`src/hw/rtl/radix_number_string_lexer_macros.svh`:
```
// Assertion macros for the radix number string lexer.
`ifndef RADIX_NUMBER_STRING_LEXER_MACROS_SVH
`define RADIX_NUMBER_STRING_LEXER_MACROS_SVH

`ifndef SYNTHESIS
`define RNSL_ASSERT(lbl, prop) \
    lbl: assert property (@(posedge clk) disable iff (!rst_n) (prop)) \
        else $error("rnsl assertion failed");
`define RNSL_ASSERT_NEXT(lbl, pre, post) \
    lbl: assert property (@(posedge clk) disable iff (!rst_n) (pre) |=> (post)) \
        else $error("rnsl assertion failed");
`else
`define RNSL_ASSERT(lbl, prop)
`define RNSL_ASSERT_NEXT(lbl, pre, post)
`endif

`endif

```
`src/hw/rtl/rnsl_pkg.sv`:
```
package rnsl_pkg;

    localparam int CNT_W      = 16;
    localparam int FIFO_DEPTH = 4;
    localparam int PTR_W      = $clog2(FIFO_DEPTH);
    localparam int LVL_W      = $clog2(FIFO_DEPTH + 1);

    localparam logic [7:0] CH_NUL   = 8'h00;
    localparam logic [7:0] CH_PLUS  = 8'h2B;
    localparam logic [7:0] CH_MINUS = 8'h2D;
    localparam logic [7:0] CH_ZERO  = 8'h30;
    localparam logic [7:0] CH_US    = 8'h5F;

    localparam logic [5:0] RADIX_MIN   = 6'd2;
    localparam logic [5:0] RADIX_MAX   = 6'd36;
    localparam logic [5:0] RADIX_RESET = 6'd10;
    localparam logic [6:0] NOT_A_DIGIT = 7'h7F;

    typedef enum logic [2:0] {
        PH_IDLE,
        PH_SIGN,
        PH_ZERO,
        PH_DIGIT,
        PH_DONE
    } phase_t;

    typedef enum logic [1:0] {
        ST_OK,
        ST_LEAD_US,
        ST_NO_DIGITS,
        ST_TRAIL_US
    } status_t;

    typedef enum logic {
        KIND_DIGIT,
        KIND_FINAL
    } kind_t;

    typedef struct packed {
        kind_t            kind;
        logic [5:0]       digit;
        logic             negative;
        status_t          status;
        logic [15:0]      processed_count;
        logic [15:0]      digit_count;
        logic             last_of_run;
    } result_t;

    // One queue entry: everything a single character produces.
    typedef struct packed {
        logic    two;
        result_t res0;
        result_t res1;
    } record_t;

    function automatic logic [6:0] char_digit(input logic [7:0] c);
        logic [6:0] v;
        v = NOT_A_DIGIT;
        if (c >= 8'h30 && c <= 8'h39)
            v = 7'(c - 8'h30);
        else if (c >= 8'h61 && c <= 8'h7A)
            v = 7'(c - 8'h61 + 8'd10);
        else if (c >= 8'h41 && c <= 8'h5A)
            v = 7'(c - 8'h41 + 8'd10);
        return v;
    endfunction

    function automatic logic [CNT_W-1:0] sat_inc(input logic [CNT_W-1:0] v);
        return (v == {CNT_W{1'b1}}) ? v : v + 1'b1;
    endfunction

    function automatic logic [15:0] report(input logic [CNT_W-1:0] v);
        logic [31:0] w;
        w = 32'(v);
        return w[15:0];
    endfunction

endpackage

```
`src/hw/rtl/rnsl_front.sv`:
```
module rnsl_front (
    input  logic                  clk,
    input  logic                  rst_n,
    input  logic                  cfg_valid,
    input  logic [5:0]            radix,
    input  logic                  accept,
    input  logic [7:0]            ch,
    input  logic                  first,
    output logic                  push,
    output rnsl_pkg::record_t     rec
);

    rnsl_pkg::phase_t           phase_reg, phase_next;
    logic                       sign_reg, sign_next;
    logic [rnsl_pkg::CNT_W-1:0] pos_reg, pos_next;
    logic [rnsl_pkg::CNT_W-1:0] dcnt_reg, dcnt_next;
    logic                       pu_reg, pu_next;
    logic                       zs_reg, zs_next;
    logic [5:0]                 radix_reg;
    logic [5:0]                 base;
    logic [6:0]                 cv;
    logic                       fin, emit_dig, zero_dig, handled;
    rnsl_pkg::status_t          fin_st;
    logic [rnsl_pkg::CNT_W-1:0] fin_proc;
    rnsl_pkg::result_t          dig_res, fin_res;

    always_ff @(posedge clk or negedge rst_n)
    begin
        if (!rst_n)
        begin
            radix_reg <= rnsl_pkg::RADIX_RESET;
        end
        else if (cfg_valid)
        begin
            radix_reg <= radix;
        end
    end

    assign base = (radix_reg < rnsl_pkg::RADIX_MIN) ? rnsl_pkg::RADIX_MIN :
                  (radix_reg > rnsl_pkg::RADIX_MAX) ? rnsl_pkg::RADIX_MAX : radix_reg;
    assign cv   = rnsl_pkg::char_digit(ch);

    always_ff @(posedge clk or negedge rst_n)
    begin
        if (!rst_n)
        begin
            phase_reg <= rnsl_pkg::PH_IDLE;
            sign_reg  <= 1'b0;
            pos_reg   <= '0;
            dcnt_reg  <= '0;
            pu_reg    <= 1'b0;
            zs_reg    <= 1'b0;
        end
        else if (accept)
        begin
            phase_reg <= phase_next;
            sign_reg  <= sign_next;
            pos_reg   <= pos_next;
            dcnt_reg  <= dcnt_next;
            pu_reg    <= pu_next;
            zs_reg    <= zs_next;
        end
    end

    always_comb
    begin
        phase_next = first ? rnsl_pkg::PH_SIGN : phase_reg;
        sign_next  = first ? 1'b0 : sign_reg;
        pos_next   = first ? '0 : pos_reg;
        dcnt_next  = first ? '0 : dcnt_reg;
        pu_next    = first ? 1'b0 : pu_reg;
        zs_next    = first ? 1'b0 : zs_reg;
        fin        = 1'b0;
        fin_st     = rnsl_pkg::ST_OK;
        emit_dig   = 1'b0;
        zero_dig   = 1'b0;
        handled    = 1'b0;

        if (phase_next == rnsl_pkg::PH_SIGN)
        begin
            if (ch == rnsl_pkg::CH_MINUS || ch == rnsl_pkg::CH_PLUS)
            begin
                if (ch == rnsl_pkg::CH_MINUS)
                    sign_next = ~sign_next;
                pos_next = rnsl_pkg::sat_inc(pos_next);
                handled  = 1'b1;
            end
            else if (ch == rnsl_pkg::CH_US)
            begin
                fin     = 1'b1;
                fin_st  = rnsl_pkg::ST_LEAD_US;
                handled = 1'b1;
            end
            else
            begin
                phase_next = rnsl_pkg::PH_ZERO;
            end
        end

        if (!handled && phase_next == rnsl_pkg::PH_ZERO)
        begin
            if (ch == rnsl_pkg::CH_ZERO)
            begin
                pos_next = rnsl_pkg::sat_inc(pos_next);
                zs_next  = 1'b1;
                pu_next  = 1'b0;
                handled  = 1'b1;
            end
            else if (ch == rnsl_pkg::CH_NUL)
            begin
                if (zs_next)
                begin
                    dcnt_next = rnsl_pkg::sat_inc(dcnt_next);
                    zero_dig  = 1'b1;
                end
                fin     = 1'b1;
                handled = 1'b1;
            end
            else
            begin
                phase_next = rnsl_pkg::PH_DIGIT;
            end
        end

        if (!handled && phase_next == rnsl_pkg::PH_DIGIT)
        begin
            if (ch == rnsl_pkg::CH_US)
            begin
                pos_next = rnsl_pkg::sat_inc(pos_next);
                pu_next  = 1'b1;
            end
            else if (ch != rnsl_pkg::CH_NUL && cv < {1'b0, base})
            begin
                pos_next  = rnsl_pkg::sat_inc(pos_next);
                dcnt_next = rnsl_pkg::sat_inc(dcnt_next);
                pu_next   = 1'b0;
                emit_dig  = 1'b1;
            end
            else
            begin
                fin = 1'b1;
            end
        end

        fin_proc = pos_next;
        if (fin && fin_st == rnsl_pkg::ST_OK)
        begin
            if (dcnt_next == '0)
            begin
                fin_st = rnsl_pkg::ST_NO_DIGITS;
            end
            else if (pu_next)
            begin
                fin_st = rnsl_pkg::ST_TRAIL_US;
                if (pos_next != '0)
                    fin_proc = pos_next - 1'b1;
            end
        end
        if (fin)
            phase_next = rnsl_pkg::PH_DONE;
    end

    always_comb
    begin
        dig_res.kind            = rnsl_pkg::KIND_DIGIT;
        dig_res.digit           = emit_dig ? cv[5:0] : 6'd0;
        dig_res.negative        = sign_next;
        dig_res.status          = rnsl_pkg::ST_OK;
        dig_res.processed_count = rnsl_pkg::report(pos_next);
        dig_res.digit_count     = rnsl_pkg::report(dcnt_next);
        dig_res.last_of_run     = emit_dig;

        fin_res.kind            = rnsl_pkg::KIND_FINAL;
        fin_res.digit           = 6'd0;
        fin_res.negative        = sign_next;
        fin_res.status          = fin_st;
        fin_res.processed_count = rnsl_pkg::report(fin_proc);
        fin_res.digit_count     = rnsl_pkg::report(dcnt_next);
        fin_res.last_of_run     = 1'b1;

        rec.two  = zero_dig;
        rec.res0 = (zero_dig || emit_dig) ? dig_res : fin_res;
        rec.res1 = fin_res;
    end

    assign push = accept && (fin || emit_dig);

endmodule

```
`src/hw/rtl/rnsl_fifo.sv`:
```
`include "radix_number_string_lexer_macros.svh"

module rnsl_fifo (
    input  logic              clk,
    input  logic              rst_n,
    input  logic              push,
    input  rnsl_pkg::record_t wdata,
    input  logic              pop,
    output rnsl_pkg::record_t head,
    output logic              empty,
    output logic              full
);

    rnsl_pkg::record_t          mem_reg [rnsl_pkg::FIFO_DEPTH];
    logic [rnsl_pkg::PTR_W-1:0] wr_reg, wr_next;
    logic [rnsl_pkg::PTR_W-1:0] rd_reg, rd_next;
    logic [rnsl_pkg::LVL_W-1:0] lvl_reg, lvl_next;

    assign empty = (lvl_reg == '0);
    assign full  = (lvl_reg == rnsl_pkg::LVL_W'(rnsl_pkg::FIFO_DEPTH));
    assign head  = mem_reg[rd_reg];

    always_ff @(posedge clk)
    begin
        if (push)
            mem_reg[wr_reg] <= wdata;
    end

    always_comb
    begin
        wr_next  = push ? wr_reg + 1'b1 : wr_reg;
        rd_next  = pop ? rd_reg + 1'b1 : rd_reg;
        lvl_next = lvl_reg;
        if (push && !pop)
            lvl_next = lvl_reg + 1'b1;
        else if (pop && !push)
            lvl_next = lvl_reg - 1'b1;
    end

    always_ff @(posedge clk or negedge rst_n)
    begin
        if (!rst_n)
        begin
            wr_reg  <= '0;
            rd_reg  <= '0;
            lvl_reg <= '0;
        end
        else
        begin
            wr_reg  <= wr_next;
            rd_reg  <= rd_next;
            lvl_reg <= lvl_next;
        end
    end

    `RNSL_ASSERT(a_no_push_full, !(push && full))
    `RNSL_ASSERT(a_no_pop_empty, !(pop && empty))
    `RNSL_ASSERT(a_level_range, lvl_reg <= rnsl_pkg::LVL_W'(rnsl_pkg::FIFO_DEPTH))

endmodule

```
`src/hw/rtl/rnsl_back.sv`:
```
`include "radix_number_string_lexer_macros.svh"

module rnsl_back (
    input  logic              clk,
    input  logic              rst_n,
    input  rnsl_pkg::record_t head,
    input  logic              empty,
    output logic              pop,
    output logic              result_valid,
    input  logic              result_stall,
    output rnsl_pkg::result_t res
);

    logic second_reg, second_next;
    logic fire;

    assign result_valid = !empty;
    assign res          = second_reg ? head.res1 : head.res0;
    assign fire         = result_valid && !result_stall;
    assign pop          = fire && (!head.two || second_reg);

    always_comb
    begin
        second_next = second_reg;
        if (fire)
            second_next = head.two && !second_reg;
    end

    always_ff @(posedge clk or negedge rst_n)
    begin
        if (!rst_n)
            second_reg <= 1'b0;
        else
            second_reg <= second_next;
    end

    `RNSL_ASSERT(a_second_has_pair, !second_reg || (!empty && head.two))
    `RNSL_ASSERT_NEXT(a_second_after_first, fire && head.two && !second_reg, second_reg)

endmodule

```
`src/hw/rtl/radix_number_string_lexer.sv`:
```
// Radix number string lexer: one character beat is accepted per clock while
// item_stall is low; the classifier updates the lexing state and writes each
// character's results (none, one, or a digit plus final summary) into a
// four-entry queue, and the result side sends one result beat per clock from
// the queue head while result_stall is low. A NUL after only zeros yields two
// result beats from one queue entry; item_stall rises only when the queue is
// full. The radix register is written through cfg_valid/cfg_ready, which is
// always ready, and must only change while no string is in flight.
module radix_number_string_lexer (
    input  logic        clk,
    input  logic        rst_n,
    input  logic        cfg_valid,
    output logic        cfg_ready,
    input  logic [5:0]  radix,
    input  logic        item_valid,
    output logic        item_stall,
    input  logic [7:0]  ch,
    input  logic        first,
    output logic        result_valid,
    input  logic        result_stall,
    output logic        kind,
    output logic [5:0]  digit,
    output logic        negative,
    output logic [1:0]  status,
    output logic [15:0] processed_count,
    output logic [15:0] digit_count,
    output logic        last_of_run
);

    logic              accept, push, pop, empty, full;
    rnsl_pkg::record_t rec, head;
    rnsl_pkg::result_t res;

    assign cfg_ready  = 1'b1;
    assign item_stall = full;
    assign accept     = item_valid && !full;

    rnsl_front u_front (
        .clk       (clk),
        .rst_n     (rst_n),
        .cfg_valid (cfg_valid),
        .radix     (radix),
        .accept    (accept),
        .ch        (ch),
        .first     (first),
        .push      (push),
        .rec       (rec)
    );

    rnsl_fifo u_fifo (
        .clk   (clk),
        .rst_n (rst_n),
        .push  (push),
        .wdata (rec),
        .pop   (pop),
        .head  (head),
        .empty (empty),
        .full  (full)
    );

    rnsl_back u_back (
        .clk          (clk),
        .rst_n        (rst_n),
        .head         (head),
        .empty        (empty),
        .pop          (pop),
        .result_valid (result_valid),
        .result_stall (result_stall),
        .res          (res)
    );

    assign kind            = res.kind;
    assign digit           = res.digit;
    assign negative        = res.negative;
    assign status          = res.status;
    assign processed_count = res.processed_count;
    assign digit_count     = res.digit_count;
    assign last_of_run     = res.last_of_run;

endmodule
```
`config.mk`:
```
export PLATFORM = sky130hd
export DESIGN_NAME = radix_number_string_lexer
export DESIGN_NICKNAME = d
export VERILOG_FILES = /design/src/hw/rtl/rnsl_pkg.sv /design/src/hw/rtl/rnsl_front.sv /design/src/hw/rtl/rnsl_fifo.sv /design/src/hw/rtl/rnsl_back.sv /design/src/hw/rtl/radix_number_string_lexer.sv
export VERILOG_INCLUDE_DIRS = /design/src /design/src/hw/rtl
export SDC_FILE = /design/constraint.sdc
export NUM_CORES = 1
export LEC_CHECK = 0
export BUFFER_PORTS_ARGS = -buffer_cell sky130_fd_sc_hd__buf_4
export CORE_MARGIN = 2
export CORE_UTILIZATION = 57
export DETAILED_ROUTE_END_ITERATION = 16
export MAX_ROUTING_LAYER = met4
export PLACE_DENSITY = 0.77
export SETUP_SLACK_MARGIN = 0.2
export SYNTH_ARGS = -nofsm -noshare
export SYNTH_HDL_FRONTEND = slang
export SYNTH_SLANG_ARGS = --single-unit
```
`constraint.sdc`:
```
create_clock -name clk -period 9.95 [get_ports clk]
set_input_delay 0 -clock clk [delete_from_list [all_inputs] [get_ports clk]]
set_output_delay 0 -clock clk [all_outputs]
set_load 0.02 [all_outputs]
```
==> metrics.log <==
[metrics] Worst setup SP type: flop
[metrics] # rows: 62
[metrics] Final Power: 3970 uW
[metrics] die outline area: 30100 um2
[metrics] post-synth net total: around 1400
[metrics] worst flop-to-flop path startpoint: u_front.pos_reg[1]
[metrics] drt pass-1 iters: 7
[metrics] synthesized area divided by synthesized cell count: 12.2 um2
[metrics] die extent in x: ~170 um
[metrics] CTS clock-pin slew for the worst setup and hold paths: 0.06 ns
[metrics] part of the total power dissipated in the clock network: 0.277
[metrics] critical path required time: 10.27 ns
[metrics] Worst Max-Slew Pin Slew: 1.09 ns
[metrics] worst-skew pair later-pin latency: 0.56 ns
[metrics] number of input and output port buffers inserted: 64
[metrics] Post-Route WL: 40600 um
[metrics] total CTS buffers: 29
[metrics] Reg power frac: 0.411
[metrics] DRT antenna net count: 0
[metrics] crit path buf inv count: 2
[metrics] top post-synthesis cells by area: sky130_fd_sc_hd__edfxtp_1, sky130_fd_sc_hd__mux4_2, sky130_fd_sc_hd__dfrtp_1, sky130_fd_sc_hd__nand2_1, sky130_fd_sc_hd__mux2_2
[metrics] proportion of power drawn by combinational gates: 0.312
[metrics] first element of the critical path: u_front.pos_reg[1]
[metrics] via count of the first global-routing pass: around 11000
[metrics] Die Y: approximately 170 um
[metrics] minimum setup slack among reg-to-reg paths: 1.58 ns
[metrics] Lkg Pwr: 0.00657 uW
[metrics] final setup violation count: 0
[metrics] count of pins on the block boundary: 66
[metrics] data arrival time of the critical path: ~8.7 ns
[metrics] remaining global-route overflow: 0
[metrics] minimum period implied by the final worst setup slack: around 8.4 ns
[metrics] final worst path period share: 0.841
[metrics] sw frac: 0.318
[metrics] flip-flop count of the largest register, all copies and words added: about 250
[metrics] total number of yosys warnings: 0
[metrics] FILL cells: about 2100
[metrics] flip-flop cell with the highest count after synthesis: sky130_fd_sc_hd__edfxtp_1
[metrics] standard cell with the maximum stage delay on the critical path: sky130_fd_sc_hd__a2111oi_0
[metrics] share of cells above drive strength 1: 0.189
[metrics] routed wirelength normalized by instance count: between 20 and 25 um
[metrics] number of nets in the finished design: 1452
[metrics] initial cell density of the core: 0.575
[metrics] H-tree Lvls: 1
[metrics] worst-path fanout max: 13
[metrics] antenna violations before repair: 0
[metrics] status: finished, final reports clean
[metrics] number of buffers between clock root and the deepest sink: 3
[metrics] number of unique standard cell types used by synthesis: 100
[metrics] Post-synth EDFFs: 248
[metrics] HPWL after DPL: between 20000 and 30000 um
[metrics] Yosys top cell by area: sky130_fd_sc_hd__edfxtp_1
[metrics] Highest Clock Rate: 120 MHz
[metrics] net switching power of the design: approximately 1300 uW
[metrics] pin count of the biggest net entering global routing: 66
[metrics] cells on worst reg2reg path: 23
[metrics] DRC violations left: 0
[metrics] Setup crit end kind: flop
[metrics] Critical Path, Cell by Cell: nor2b_1, ha_1, nand3_1, nor4_4, a21oi_2, xnor2_1, inv_1, ha_1, nand4_1, a2111oi_0, nand3_1, a211oi_1, a311o_2, nand3_1, o31a_1, mux2i_1, ha_1, inv_1, or4b_1, or3b_1, o31ai_4, nor3_1, xor2_1
[metrics] worst r2r dst: u_fifo.mem_reg[0][59]
[metrics] Fin Clk Skew: roughly 0.030 ns
[metrics] worst-case hold slack: roughly 0.014 ns
[metrics] detailed-route vias per instance: 6.44
[metrics] initial drt markers: 1150
[metrics] Worst VDD drop: ~140 uV
[metrics] number of inserted diodes: 0
[metrics] cell type group with the largest total delay on the critical path: simple AND/OR/NAND/NOR gates
[metrics] FF+latch count, synth: 300
[metrics] setup repair after global routing missed its margin: false
[metrics] final-layout setup total negative slack: 0 ns
[metrics] number of hold violations in the final report: 0
[metrics] gate count after technology mapping: about 1300
[metrics] clock root buffer master: sky130_fd_sc_hd__clkbuf_16
[metrics] register area share after synthesis: 0.535
[metrics] termination of the worst setup path: u_fifo.mem_reg[0][59]
[metrics] Overall Global Routing Usage: 0.278
[metrics] worst relative slew slack: 0.267
[metrics] area added between synthesis and finish: 11.8%
[metrics] power per cell area: approximately 220 nW/um2
[metrics] share of flip-flops with an asynchronous set or reset after synthesis: 0.173
[metrics] core box area: around 28000 um2
[metrics] clock sink total: 300
[metrics] final weighted congestion of routability-driven global placement: roughly 0.92
[metrics] wire length of the first global-routing pass: 63600 um
[metrics] number of pins exceeding their max-slew limit in the final report: 0
[metrics] synthesized cell area: 16400 um2
[metrics] max capacitance violation total: 0
[metrics] routed vias: approximately 12000
[metrics] Largest stage delay, worst path: between 0.9 and 1 ns
[metrics] worst min path class: input port to flop
[metrics] top cell type's share of synthesized area: 0.455
[metrics] TritonCTS clock tree: built
[metrics] stages on the worst setup path: 23
[metrics] type of the worst setup path: flop to flop
[metrics] total internal power: about 2700 uW
-- cell families after synthesis --
kind of cell,count (synthesis),synth area share
AND/OR/NAND/NOR,512,0.167
flip-flops,300,0.535
AO/OA/AOI/OAI,234,0.101
multiplexers,114,0.120
buffers and inverters,90,0.0220
XOR/XNOR,62,0.0341
adder cells (fa/ha/maj),27,0.0211
other,1,0.000229
-- routing by layer --
layer | global-route usage | wire (um)
met2 | 0.435 | 19100
met1 | 0.400 | 17900
met3 | 0.0344 | 3030
met5 | - | 0
met4 | 0.0494 | 547
-- Yosys cell counts, types with 32 or more instances --
master and number:
sky130_fd_sc_hd__nor3_1 35, sky130_fd_sc_hd__and2_1 32, sky130_fd_sc_hd__o21ai_0 47, sky130_fd_sc_hd__dfrtp_1 50
sky130_fd_sc_hd__edfxtp_1 248, sky130_fd_sc_hd__mux2_2 35, sky130_fd_sc_hd__mux4_2 62, sky130_fd_sc_hd__a21oi_1 39
sky130_fd_sc_hd__nor2_1 66, sky130_fd_sc_hd__nand3_1 43, sky130_fd_sc_hd__nand2_1 167, sky130_fd_sc_hd__clkbuf_1 37
-- what timing repair did --
action,CTS,global route
setup buffers,0,0
endpoints found under the hold margin,62,0
setup endpoints to repair,0,0
resized for setup,0,0
hold buffers,15,0
-- worst min-delay path: stages --
cell,delay (ns)
sky130_fd_sc_hd__buf_4,0.09
sky130_fd_sc_hd__nand2b_1,0.06
sky130_fd_sc_hd__buf_4,0.23
sky130_fd_sc_hd__nand2_1,0.11
sky130_fd_sc_hd__nand2_1,0.05
-- layout by cell type (no fill, tap or decap), types with 8 or more instances in the layout --
master                          instances
sky130_fd_sc_hd__dlygate4sd3_1         15
sky130_fd_sc_hd__o21ai_0               47
sky130_fd_sc_hd__nand2_1              167
sky130_fd_sc_hd__nor3_1                35
sky130_fd_sc_hd__nand4_1               11
sky130_fd_sc_hd__and2_1                28
sky130_fd_sc_hd__mux4_2                62
sky130_fd_sc_hd__o22ai_1               10
sky130_fd_sc_hd__a31oi_1               13
sky130_fd_sc_hd__mux2i_1               16
sky130_fd_sc_hd__mux2_2                35
sky130_fd_sc_hd__nand3_1               43
sky130_fd_sc_hd__or3_1                 12
sky130_fd_sc_hd__a211oi_1              15
sky130_fd_sc_hd__a21oi_1               39
sky130_fd_sc_hd__o21a_1                 8
sky130_fd_sc_hd__dfrtp_1               48
sky130_fd_sc_hd__ha_1                  26
sky130_fd_sc_hd__buf_4                 77
sky130_fd_sc_hd__edfxtp_1             248
sky130_fd_sc_hd__nand2b_1              15
sky130_fd_sc_hd__and3_1                16
sky130_fd_sc_hd__or2_2                 13
sky130_fd_sc_hd__nor4_1                15
sky130_fd_sc_hd__o31a_1                 8
sky130_fd_sc_hd__nor2_1                66
sky130_fd_sc_hd__xor2_1                29
sky130_fd_sc_hd__inv_1                 31
sky130_fd_sc_hd__o31ai_1               14
sky130_fd_sc_hd__clkbuf_16             29
sky130_fd_sc_hd__xnor2_1               31
sky130_fd_sc_hd__nor2b_1               23
-- how the worst min path moves through the flow --
stage | startpoint | endpoint | slack, ns | cells past startpoint
final | item_valid | u_front.dcnt_reg[6] | 0.01 | 5
after global routing | item_valid | u_front.dcnt_reg[6] | 0.06 | 5
after CTS | item_valid | u_front.dcnt_reg[6] | 0.03 | 5
after detailed placement | rst_n | u_front.radix_reg[5] | 0.11 | 1
after global placement | rst_n | u_front.radix_reg[4] | 0.09 | 1
after floorplan | rst_n | u_back.second_reg | -0.30 | 0
-- stage by stage --
step	util	worst slack (ns)	instances	instance area, um2
after floorplan	-	2.58	1340	16400
final	0.643	1.58	1811	18300
after global routing	0.643	0.883	1811	18300
after CTS	0.643	1.81	1811	18300
after detailed placement	0.604	1.65	1743	17200
after global placement	0.604	1.84	1743	17200
-- power groups by stage --
stage	Clock [uW]	Sequential, uW	Combinational (uW)
finish	1100	1630	1240
global placement	0	1650	1220
floorplan	0	1590	868
detailed placement	0	1660	1240
global route	1160	1650	1330
CTS	1110	1630	1250
-- cell type report --
type / count / area, um2 / area share
clock buffer: 39 / 803 / 0.0439
clock inverter: 14 / 154 / 0.00841
inverter: 32 / 120 / 0.00656
multi-input combinational: 950 / 7270 / 0.397
sequential: 300 / 8760 / 0.478
tap: 384 / 480 / 0.0262
timing repair buffer: 92 / 728 / 0.0398
(Power assumes the default switching activity.)
